==> src/hw/rtl/hws_pkg.sv <==
// ============================================================================
// hws_pkg: shared types and constants for the heading to wheel speeds block
// Holds the request and result structs, the sequencer and turning mode
// enums, register indexes, reset values and the arctangent table.
// ============================================================================
package hws_pkg;

    typedef struct packed {
        logic signed [15:0] heading_x;
        logic signed [15:0] heading_y;
    } hws_in_t;

    typedef struct packed {
        logic signed [15:0] left_speed;
        logic signed [15:0] right_speed;
    } hws_out_t;

    typedef enum logic [1:0] {
        MODE_STRAIGHT = 2'd0,
        MODE_SOFT     = 2'd1,
        MODE_HARD     = 2'd2
    } hws_mode_t;

    typedef enum logic [3:0] {
        ST_IDLE,
        ST_SQX,
        ST_SQY,
        ST_ITER,
        ST_MODE,
        ST_PROD,
        ST_DIVGO,
        ST_DIV,
        ST_DONE
    } hws_state_t;

    // Result of the divider.
    typedef struct packed {
        logic        done;
        logic        ovf;
        logic [14:0] quot;
    } hws_div_res_t;

    // Configuration register indexes.
    localparam logic [1:0] CFG_HARD     = 2'd0;
    localparam logic [1:0] CFG_SOFT     = 2'd1;
    localparam logic [1:0] CFG_STRAIGHT = 2'd2;
    localparam logic [1:0] CFG_MAXSPD   = 2'd3;

    localparam logic [15:0] HARD_RST     = 16'd16384;
    localparam logic [15:0] SOFT_RST     = 16'd12743;
    localparam logic [15:0] STRAIGHT_RST = 16'd1820;
    localparam logic [13:0] MAXSPD_RST   = 14'd2560;

    localparam int          CORDIC_STEPS = 15;
    localparam logic [3:0]  ITER_LAST    = 4'd15;
    localparam logic [3:0]  DIV_LAST     = 4'd14;
    localparam logic signed [17:0] QUARTER_TURN = 18'sd16384;

    // round(atan(2^-i) * 32768 / pi)
    function automatic logic signed [17:0] atan_lut(input logic [3:0] idx);
        logic signed [17:0] v;
        begin
            case (idx)
                4'd0:    v = 18'sd8192;
                4'd1:    v = 18'sd4836;
                4'd2:    v = 18'sd2555;
                4'd3:    v = 18'sd1297;
                4'd4:    v = 18'sd651;
                4'd5:    v = 18'sd326;
                4'd6:    v = 18'sd163;
                4'd7:    v = 18'sd81;
                4'd8:    v = 18'sd41;
                4'd9:    v = 18'sd20;
                4'd10:   v = 18'sd10;
                4'd11:   v = 18'sd5;
                4'd12:   v = 18'sd3;
                4'd13:   v = 18'sd1;
                4'd14:   v = 18'sd1;
                default: v = 18'sd0;
            endcase
            return v;
        end
    endfunction

endpackage

==> src/hw/rtl/heading_to_wheel_speeds_top.sv <==
// ============================================================================
// heading_to_wheel_speeds_top: differential-drive steering from a heading
// Turns a heading vector into left and right wheel speeds, with a turning
// mode that moves between straight, soft and hard turn with hysteresis.
// ============================================================================
// One request is worked on at a time; s_ready rises again in the same
// cycle as its result is first held in the output register, and a new
// request cannot be taken before then. The work is done mostly in two
// loops: a 16-step loop in which one bit of the integer square root
// (length) is done per cycle and one CORDIC vectoring step (angle) in
// each of the first fifteen, and a 15-step restoring divider that forms
// the soft-turn speed offset. A single 18 by 18 multiplier is shared for
// the two squares and the speed product. The result waits in an output
// register, so a new request may be taken while the previous result is
// still pending; the final step of a request waits only if that register
// is still full.
// Configuration writes take effect at once and should be made while the
// block is idle. Angles are in binary units where 32768 stands for pi.
// ============================================================================
module heading_to_wheel_speeds_top import hws_pkg::*; (
    input  logic        aclk,
    input  logic        aresetn,
    input  logic        s_valid,
    output logic        s_ready,
    input  hws_in_t     s_data,
    output logic        m_valid,
    input  logic        m_ready,
    output hws_out_t    m_data,
    input  logic        cfg_we,
    input  logic [1:0]  cfg_index,
    input  logic [15:0] cfg_wdata
);

    hws_state_t state_reg, state_next;
    hws_mode_t  mode_reg, mode_next;

    // Configuration registers.
    logic [15:0] hard_reg, soft_reg, straight_reg;
    logic [13:0] maxspd_reg;

    // Request operands and CORDIC state.
    logic signed [15:0] hx_reg, hx_next, hy_reg, hy_next;
    logic               zero_reg, zero_next;
    logic signed [26:0] x_reg, x_next, y_reg, y_next;
    logic signed [17:0] z_reg, z_next;

    // Square root state: sq_reg holds the radicand as it is worn down.
    logic [31:0] sq_reg, sq_next, res_reg, res_next, bit_reg, bit_next;
    logic [3:0]  cnt_reg, cnt_next;

    logic signed [15:0] ang_reg, ang_next;
    logic [16:0]        abs_reg, abs_next;
    logic [13:0]        base_reg, base_next;
    logic [28:0]        num_reg, num_next;
    logic [13:0]        d_reg, d_next;

    hws_out_t out_reg, out_next;
    logic     m_valid_reg, m_valid_next;

    // Shared multiplier.
    logic signed [17:0] mul_a, mul_b;
    logic signed [35:0] mul_p;

    // Divider connection.
    logic         div_start;
    logic [30:0]  div_dividend;
    logic [16:0]  div_divisor;
    hws_div_res_t div_res;

    // Per-cycle working values.
    logic signed [26:0] x0, y0, xs, ys;
    logic [31:0]        trial;
    logic signed [15:0] a_w;
    logic [16:0]        abs_w;
    logic [15:0]        len_w;
    logic signed [15:0] s1, s2;

    assign s_ready = (state_reg == ST_IDLE);
    assign m_valid = m_valid_reg;
    assign m_data  = out_reg;

    assign mul_p = mul_a * mul_b;

    // Square of x, square of y, then the product base * |angle|.
    always_comb begin
        case (state_reg)
            ST_SQY: begin
                mul_a = 18'(hy_reg);
                mul_b = 18'(hy_reg);
            end
            ST_PROD: begin
                mul_a = $signed({4'b0, base_reg});
                mul_b = $signed({1'b0, abs_reg});
            end
            default: begin
                mul_a = 18'(hx_reg);
                mul_b = 18'(hx_reg);
            end
        endcase
    end

    // The divider forms round(base * |a| / hard) as
    // floor((2 * base * |a| + hard) / (2 * hard)).
    assign div_start    = (state_reg == ST_DIVGO);
    assign div_dividend = {1'b0, num_reg, 1'b0} + {15'b0, hard_reg};
    assign div_divisor  = {hard_reg, 1'b0};

    hws_div u_div (
        .aclk     (aclk),
        .aresetn  (aresetn),
        .start    (div_start),
        .dividend (div_dividend),
        .divisor  (div_divisor),
        .res      (div_res)
    );

    // Inputs scaled by 256 into the CORDIC width.
    assign x0 = {{3{s_data.heading_x[15]}}, s_data.heading_x, 8'b0};
    assign y0 = {{3{s_data.heading_y[15]}}, s_data.heading_y, 8'b0};

    // Arithmetic shifts round towards minus infinity, as the steps require.
    assign xs    = x_reg >>> cnt_reg;
    assign ys    = y_reg >>> cnt_reg;
    assign trial = res_reg + bit_reg;

    // The angle wraps to 16 bits, so a half turn reads as -32768. A zero
    // vector has no direction and is given the angle zero.
    assign a_w   = zero_reg ? 16'sd0 : $signed(z_reg[15:0]);
    assign abs_w = a_w[15] ? (17'd0 - {1'b1, a_w}) : {1'b0, a_w};
    assign len_w = res_reg[15:0];

    // Speeds of the outer and inner wheel before the angle's sign assigns them.
    always_comb begin
        case (mode_reg)
            MODE_SOFT: begin
                s1 = $signed({2'b0, base_reg} - {2'b0, d_reg});
                s2 = $signed({2'b0, base_reg} + {2'b0, d_reg});
            end
            MODE_HARD: begin
                s1 = $signed(16'd0 - {2'b0, maxspd_reg});
                s2 = $signed({2'b0, maxspd_reg});
            end
            default: begin
                s1 = $signed({2'b0, base_reg});
                s2 = $signed({2'b0, base_reg});
            end
        endcase
    end

    always_comb begin
        state_next   = state_reg;
        mode_next    = mode_reg;
        hx_next      = hx_reg;
        hy_next      = hy_reg;
        zero_next    = zero_reg;
        x_next       = x_reg;
        y_next       = y_reg;
        z_next       = z_reg;
        sq_next      = sq_reg;
        res_next     = res_reg;
        bit_next     = bit_reg;
        cnt_next     = cnt_reg;
        ang_next     = ang_reg;
        abs_next     = abs_reg;
        base_next    = base_reg;
        num_next     = num_reg;
        d_next       = d_reg;
        out_next     = out_reg;
        m_valid_next = m_valid_reg;

        if (m_valid_reg && m_ready) begin
            m_valid_next = 1'b0;
        end

        case (state_reg)
            ST_IDLE: begin
                if (s_valid) begin
                    hx_next   = s_data.heading_x;
                    hy_next   = s_data.heading_y;
                    zero_next = (s_data.heading_x == 16'sd0) && (s_data.heading_y == 16'sd0);
                    // A vector in the left half plane is first turned by a
                    // quarter turn so that the iterations converge.
                    if (s_data.heading_x[15]) begin
                        if (!s_data.heading_y[15]) begin
                            x_next = y0;
                            y_next = -x0;
                            z_next = QUARTER_TURN;
                        end else begin
                            x_next = -y0;
                            y_next = x0;
                            z_next = -QUARTER_TURN;
                        end
                    end else begin
                        x_next = x0;
                        y_next = y0;
                        z_next = 18'sd0;
                    end
                    state_next = ST_SQX;
                end
            end
            ST_SQX: begin
                sq_next    = mul_p[31:0];
                state_next = ST_SQY;
            end
            ST_SQY: begin
                sq_next    = sq_reg + mul_p[31:0];
                res_next   = 32'd0;
                bit_next   = 32'h4000_0000;
                cnt_next   = 4'd0;
                state_next = ST_ITER;
            end
            ST_ITER: begin
                // One bit of the square root each cycle.
                if (sq_reg >= trial) begin
                    sq_next  = sq_reg - trial;
                    res_next = (res_reg >> 1) + bit_reg;
                end else begin
                    res_next = res_reg >> 1;
                end
                bit_next = bit_reg >> 2;
                // One CORDIC vectoring step in each of the first fifteen.
                if (cnt_reg != ITER_LAST) begin
                    if (y_reg > 27'sd0) begin
                        x_next = x_reg + ys;
                        y_next = y_reg - xs;
                        z_next = z_reg + atan_lut(cnt_reg);
                    end else begin
                        x_next = x_reg - ys;
                        y_next = y_reg + xs;
                        z_next = z_reg - atan_lut(cnt_reg);
                    end
                end
                cnt_next = cnt_reg + 4'd1;
                if (cnt_reg == ITER_LAST) begin
                    state_next = ST_MODE;
                end
            end
            ST_MODE: begin
                ang_next  = a_w;
                abs_next  = abs_w;
                base_next = (len_w < {2'b0, maxspd_reg}) ? len_w[13:0] : maxspd_reg;
                // Soft turn can only be entered from straight; leaving it needs the angle
                // to fall to the straight threshold or to rise above the hard threshold.
                if (abs_w <= {1'b0, straight_reg}) begin
                    mode_next = MODE_STRAIGHT;
                end else if (abs_w > {1'b0, hard_reg}) begin
                    mode_next = MODE_HARD;
                end else if (mode_reg == MODE_STRAIGHT && abs_w > {1'b0, soft_reg}) begin
                    mode_next = MODE_SOFT;
                end
                state_next = ST_PROD;
            end
            ST_PROD: begin
                num_next   = mul_p[28:0];
                state_next = ST_DIVGO;
            end
            ST_DIVGO: begin
                state_next = ST_DIV;
            end
            ST_DIV: begin
                if (div_res.done) begin
                    // The offset never exceeds the base speed.
                    if (div_res.ovf || div_res.quot > {1'b0, base_reg}) begin
                        d_next = base_reg;
                    end else begin
                        d_next = div_res.quot[13:0];
                    end
                    state_next = ST_DONE;
                end
            end
            ST_DONE: begin
                if (!m_valid_reg || m_ready) begin
                    if (ang_reg > 16'sd0) begin
                        out_next.left_speed  = s1;
                        out_next.right_speed = s2;
                    end else begin
                        out_next.left_speed  = s2;
                        out_next.right_speed = s1;
                    end
                    m_valid_next = 1'b1;
                    state_next   = ST_IDLE;
                end
            end
            default: begin
                state_next = ST_IDLE;
            end
        endcase
    end

    always_ff @(posedge aclk) begin
        if (!aresetn) begin
            state_reg   <= ST_IDLE;
            mode_reg    <= MODE_STRAIGHT;
            m_valid_reg <= 1'b0;
        end else begin
            state_reg   <= state_next;
            mode_reg    <= mode_next;
            m_valid_reg <= m_valid_next;
        end
        hx_reg   <= hx_next;
        hy_reg   <= hy_next;
        zero_reg <= zero_next;
        x_reg    <= x_next;
        y_reg    <= y_next;
        z_reg    <= z_next;
        sq_reg   <= sq_next;
        res_reg  <= res_next;
        bit_reg  <= bit_next;
        cnt_reg  <= cnt_next;
        ang_reg  <= ang_next;
        abs_reg  <= abs_next;
        base_reg <= base_next;
        num_reg  <= num_next;
        d_reg    <= d_next;
        out_reg  <= out_next;
    end

    // Configuration registers.
    always_ff @(posedge aclk) begin
        if (!aresetn) begin
            hard_reg     <= HARD_RST;
            soft_reg     <= SOFT_RST;
            straight_reg <= STRAIGHT_RST;
            maxspd_reg   <= MAXSPD_RST;
        end else if (cfg_we) begin
            case (cfg_index)
                CFG_HARD:     hard_reg     <= cfg_wdata;
                CFG_SOFT:     soft_reg     <= cfg_wdata;
                CFG_STRAIGHT: straight_reg <= cfg_wdata;
                CFG_MAXSPD:   maxspd_reg   <= cfg_wdata[13:0];
                default: begin
                end
            endcase
        end
    end

endmodule

==> src/hw/rtl/hws_div.sv <==
// ============================================================================
// hws_div: iterative restoring divider
// Produces a 15-bit quotient one bit per cycle, with a flag for quotients
// that do not fit in 15 bits.
// ============================================================================
module hws_div import hws_pkg::*; (
    input  logic          aclk,
    input  logic          aresetn,
    input  logic          start,
    input  logic [30:0]   dividend,
    input  logic [16:0]   divisor,
    output hws_div_res_t  res
);

    logic        busy_reg, busy_next;
    logic        done_reg, done_next;
    logic [3:0]  cnt_reg, cnt_next;
    logic [30:0] rem_reg, rem_next;
    logic [30:0] ds_reg, ds_next;
    logic [14:0] quot_reg, quot_next;
    logic        ovf_reg, ovf_next;

    always_comb begin
        busy_next = busy_reg;
        done_next = 1'b0;
        cnt_next  = cnt_reg;
        rem_next  = rem_reg;
        ds_next   = ds_reg;
        quot_next = quot_reg;
        ovf_next  = ovf_reg;
        if (start) begin
            busy_next = 1'b1;
            cnt_next  = 4'd0;
            rem_next  = dividend;
            ds_next   = {divisor, 14'b0};
            quot_next = 15'd0;
            ovf_next  = ({1'b0, dividend} >= {divisor, 15'b0});
        end else if (busy_reg) begin
            if (rem_reg >= ds_reg) begin
                rem_next  = rem_reg - ds_reg;
                quot_next = {quot_reg[13:0], 1'b1};
            end else begin
                quot_next = {quot_reg[13:0], 1'b0};
            end
            ds_next  = ds_reg >> 1;
            cnt_next = cnt_reg + 4'd1;
            if (cnt_reg == DIV_LAST) begin
                busy_next = 1'b0;
                done_next = 1'b1;
            end
        end
    end

    always_ff @(posedge aclk) begin
        if (!aresetn) begin
            busy_reg <= 1'b0;
            done_reg <= 1'b0;
            cnt_reg  <= 4'd0;
        end else begin
            busy_reg <= busy_next;
            done_reg <= done_next;
            cnt_reg  <= cnt_next;
        end
        rem_reg  <= rem_next;
        ds_reg   <= ds_next;
        quot_reg <= quot_next;
        ovf_reg  <= ovf_next;
    end

    assign res.done = done_reg;
    assign res.ovf  = ovf_reg;
    assign res.quot = quot_reg;

endmodule

==> config.mk <==
export PLATFORM = sky130hd
export DESIGN_NAME = heading_to_wheel_speeds_top
export DESIGN_NICKNAME = d
export VERILOG_FILES = /design/src/hw/rtl/hws_pkg.sv /design/src/hw/rtl/heading_to_wheel_speeds_top.sv /design/src/hw/rtl/hws_div.sv
export SDC_FILE = /design/constraint.sdc
export NUM_CORES = 2
export LEC_CHECK = 0
export ABC_CLOCK_PERIOD_IN_PS = 14350
export BUFFER_PORTS_ARGS = -buffer_cell sky130_fd_sc_hd__buf_2
export CAP_MARGIN = 20
export CORE_ASPECT_RATIO = 0.8
export CORE_MARGIN = 4
export CORE_UTILIZATION = 25
export CTS_BUF_LIST = sky130_fd_sc_hd__clkbuf_4 sky130_fd_sc_hd__clkbuf_8
export CTS_CLUSTER_DIAMETER = 150
export DETAILED_ROUTE_END_ITERATION = 6
export GPL_TIMING_DRIVEN = 1
export SYNTH_ARGS = -nofsm -noshare
export SYNTH_HDL_FRONTEND = slang
export SYNTH_SLANG_ARGS = --single-unit
==> constraint.sdc <==
create_clock -name aclk -period 14.35 [get_ports aclk]
set_clock_uncertainty 0.1 [all_clocks]
set_input_delay 0.7175 -clock aclk [delete_from_list [all_inputs] [get_ports aclk]]
set_output_delay 0.7175 -clock aclk [all_outputs]
set_load 0.05 [all_outputs]
==> impl_metrics.py <==
metrics = {
    "status": {
        "outcome": "completed",
    },
    "clock_tree": {
        "cts_sinks": 474,
        "tritoncts_clock_tree": "built",
        "ctsResizeCount": 0,
        "worst_skew_pair.late_latency_ns": 0.80,
        "cts-hold-fix-buffers": 1,
        "clk_pin_slew_ns": 0.06,
        "ctsHtreeMaxLevel": 3,
        "cts-buffers-inserted": 88,
        "cts.repair_timing.setup_buffer_count": 0,
        "clk_root_buffer_cell": "clkbuf_8",
        "clk_path_buf_depth": 3,
    },
    "worst_setup_path": {
        "crit_required_ns": 14.76,
        "reg2reg_setup_slack_ns": 3.18,
        "critical_path.slowest_cell": "o21a_1",
        "timing.critical_path.to_type": "register",
        "reg2reg_from": "state_reg[1]$_SDFFE_PN0P_",
        "startpoint_class_of_the_critical_path": "register",
        "crit_start": "state_reg[1]$_SDFFE_PN0P_",
        "critical-path-max-stage-delay_ns": 0.57,
        "timing.critical_path.arrival_ns": 11.58,
        "ff2ff_path_depth": 35,
        "crit_path_end": "sq_reg[31]$_DFFE_PP_",
        "rr_endpoint": "sq_reg[31]$_DFFE_PP_",
        "path_class": "reg2reg",
        "crit_path_max_fanout": 45,
        "critical_path.most_common_cell": "fa_1",
    },
    "synthesis": {
        "syn_area_um2": 48340,
        "netlist-cell-type-count": 82,
        "total_of_flip_flops_plus_latches_after_synthesis": 474,
        "post-synth-top-area-fraction_pct": 22.05,
        "synth.area.top_cells": "edfxtp_1 (22%), fa_1 (12%), ha_1 (11%)",
        "post_synth_inst_count": 5397,
        "yosys.area.top_type": "edfxtp_1",
        "ys_dominant_reg_cell": "edfxtp_1",
        "ys_async_sr_fraction_pct": 0,
        "synthesis.nets": 6178,
        "synthesis.yosys.warnings": 0,
        "synth.avg_cell_area_um2": 8.957,
        "synth_edf_count": 355,
        "seq_area_frac_synth_pct": 26.98,
    },
    "global_routing": {
        "number_of_global_route_vias_before_repair": 38970,
        "overflow": 0,
        "grt_max_degree": 71,
        "gr-usage-all-layers_pct": 14.95,
        "global_route_wire_length_before_repair_mm": 235.8,
        "grt_antenna_before_repair": 16,
    },
    "sta": {
        "timing.final.max_slew_violations": 0,
        "aggregate_negative_setup_slack_ns": 0,
        "timing.final.hold_violations": 0,
        "setup_viol": 0,
        "finalCriticalPeriod_ns": 11.17,
        "timing.slew.headroom_pct": 28.15,
        "worst_tran_pin_value_ns": 1.074,
        "grt_setup_unrepaired": "no",
        "fmax_mhz": 89.53,
        "hold_ws_ns": 0.08442,
        "final.period_utilization_pct": 77.84,
    },
    "routing": {
        "post-route-drc-count": 0,
        "route.antenna.remaining_nets": 0,
        "initialDrtViolationCount": 3966,
        "drt-vias-per-instance": 4.977,
        "routed_wirelength_mm": 153.1,
        "drt-pass1-iter-count": 5,
        "route.vias.total": 40120,
        "post_drt_wl_per_cell_um": 18.99,
    },
    "floorplan": {
        "dieHeight_um": 401.3,
        "total_die_area_um2": 200500,
        "die_width_um": 499.6,
        "pin_count": 89,
        "start_util_pct": 25.12,
        "core_area_um2": 192400,
        "placement_rows": 144,
    },
    "flow_run": {
        "drv.max_cap_violation_count": 0,
    },
    "cells_and_area": {
        "fillerInstances": 20370,
        "area_growth_pct": 10.86,
        "leading_cell_types_in_the_layout_fill_and_taps_excluded": "nand2_1 (614), inv_1 (562), nor2_1 (498)",
        "layout-drive-gt1-share_pct": 8.579,
        "nNetsFinal": 6211,
        "ff_latch_area_um2": 13050,
        "most_common_cell_after_layout_fill_and_taps_aside": "nand2_1",
        "multiInputGateArea_um2": 32410,
    },
    "place": {
        "gp_congestion": 0.9628,
        "place.detailed.hpwl_mm": 120.2,
        "placement.io_buffers": 88,
    },
    "worst_hold_path": {
        "hold_crit_path_type": "in2reg",
    },
}
worst min-delay path by stage:
stage | end | cells past startpoint | from
detailed placement | soft_reg[5]$_SDFFE_PN0P_ | 2 | soft_reg[5]$_SDFFE_PN0P_
global route | hx_reg[13]$_DFFE_PP_ | 1 | s_data[29]
CTS | hx_reg[13]$_DFFE_PP_ | 1 | s_data[29]
finish | hx_reg[13]$_DFFE_PP_ | 1 | s_data[29]
floorplan | soft_reg[10]$_SDFFE_PN0P_ | 2 | soft_reg[10]$_SDFFE_PN0P_
global placement | soft_reg[10]$_SDFFE_PN0P_ | 2 | soft_reg[10]$_SDFFE_PN0P_
final cells by class:
class                           instances  share of cell area (%)
Multi-Input combinational cell       4147                   60.48
Clock buffer                          127                   2.900
Sequential cell                       474                   24.34
Antenna cell                            5                 0.02335
Clock inverter                         35                  0.6024
Tap cell                             2555                   5.966
Inverter                              570                   4.000
Timing Repair Buffer                  149                   1.688
Yosys cell counts, drive strengths merged (43+ instances only):
cell type,n
edfxtp,355
dfxtp,119
and3,57
nor2,502
nand2,614
xnor2,178
a21oi,288
buf,43
ha,434
a21boi,58
inv,568
mux2i,73
xor2,180
o21a,67
fa,292
o211ai,60
a31oi,62
clkbuf,163
mux2,51
nand2b,70
nor3,75
mux4,61
nor2b,59
a21o,108
o21ai,297
a211oi,43
nand3,87
worst max-delay path, delay by kind of cell (launching register included):
kind | cells | cell delay (ns)
AO/OA/AOI/OAI | 10 | 3.35
multiplexers | 1 | 0.18
AND/OR/NAND/NOR | 8 | 1.43
XOR/XNOR | 1 | 0.20
buffers and inverters | 7 | 1.40
adder cells (fa/ha/maj) | 8 | 3.65
flip-flops | 1 | 0.55
metrics by stage:
stage               area (µm²)  util, %  instances  setup slack [ns]
floorplan                48340        -       5397             4.167
global placement         51670    26.85       7892             3.430
detailed placement       51680    26.86       7893             3.276
CTS                      53570    27.84       8056             3.255
global route             53590    27.85       8062             2.591
finish                   53590    27.85       8062             3.180
logic make-up (layout without fill, tap and decap cells):
| logic type | count (synthesis) | in the layout | share of synthesized area [%] |
|---|---|---|---|
| AO/OA/AOI/OAI | 1210 | 1210 | 15.96 |
| XOR/XNOR | 358 | 358 | 6.487 |
| adder cells (fa/ha/maj) | 726 | 726 | 23.33 |
| buffers and inverters | 776 | 881 | 6.122 |
| flip-flops | 474 | 474 | 26.98 |
| multiplexers | 185 | 185 | 5.542 |
| other | 1 | 6 | 0.007758 |
| AND/OR/NAND/NOR | 1667 | 1667 | 15.57 |
per-layer routing:
metal | part of all wire (%) | global-route usage (%) | wire length (µm) | vias up
met1 | 46 | 21.44 | 70070 | 19430
met4 | 3.3 | 4.825 | 5120 | 0
met5 | 0 | 0 | 0 | -
met2 | 43 | 22.80 | 66150 | 1525
met3 | 7.7 | 2.465 | 11770 | 291
li1 | - | - | - | 18880
Power is left out: the tool's default activity adds up to more than one toggle a clock period on the data nets, which glitch-free logic cannot reach.
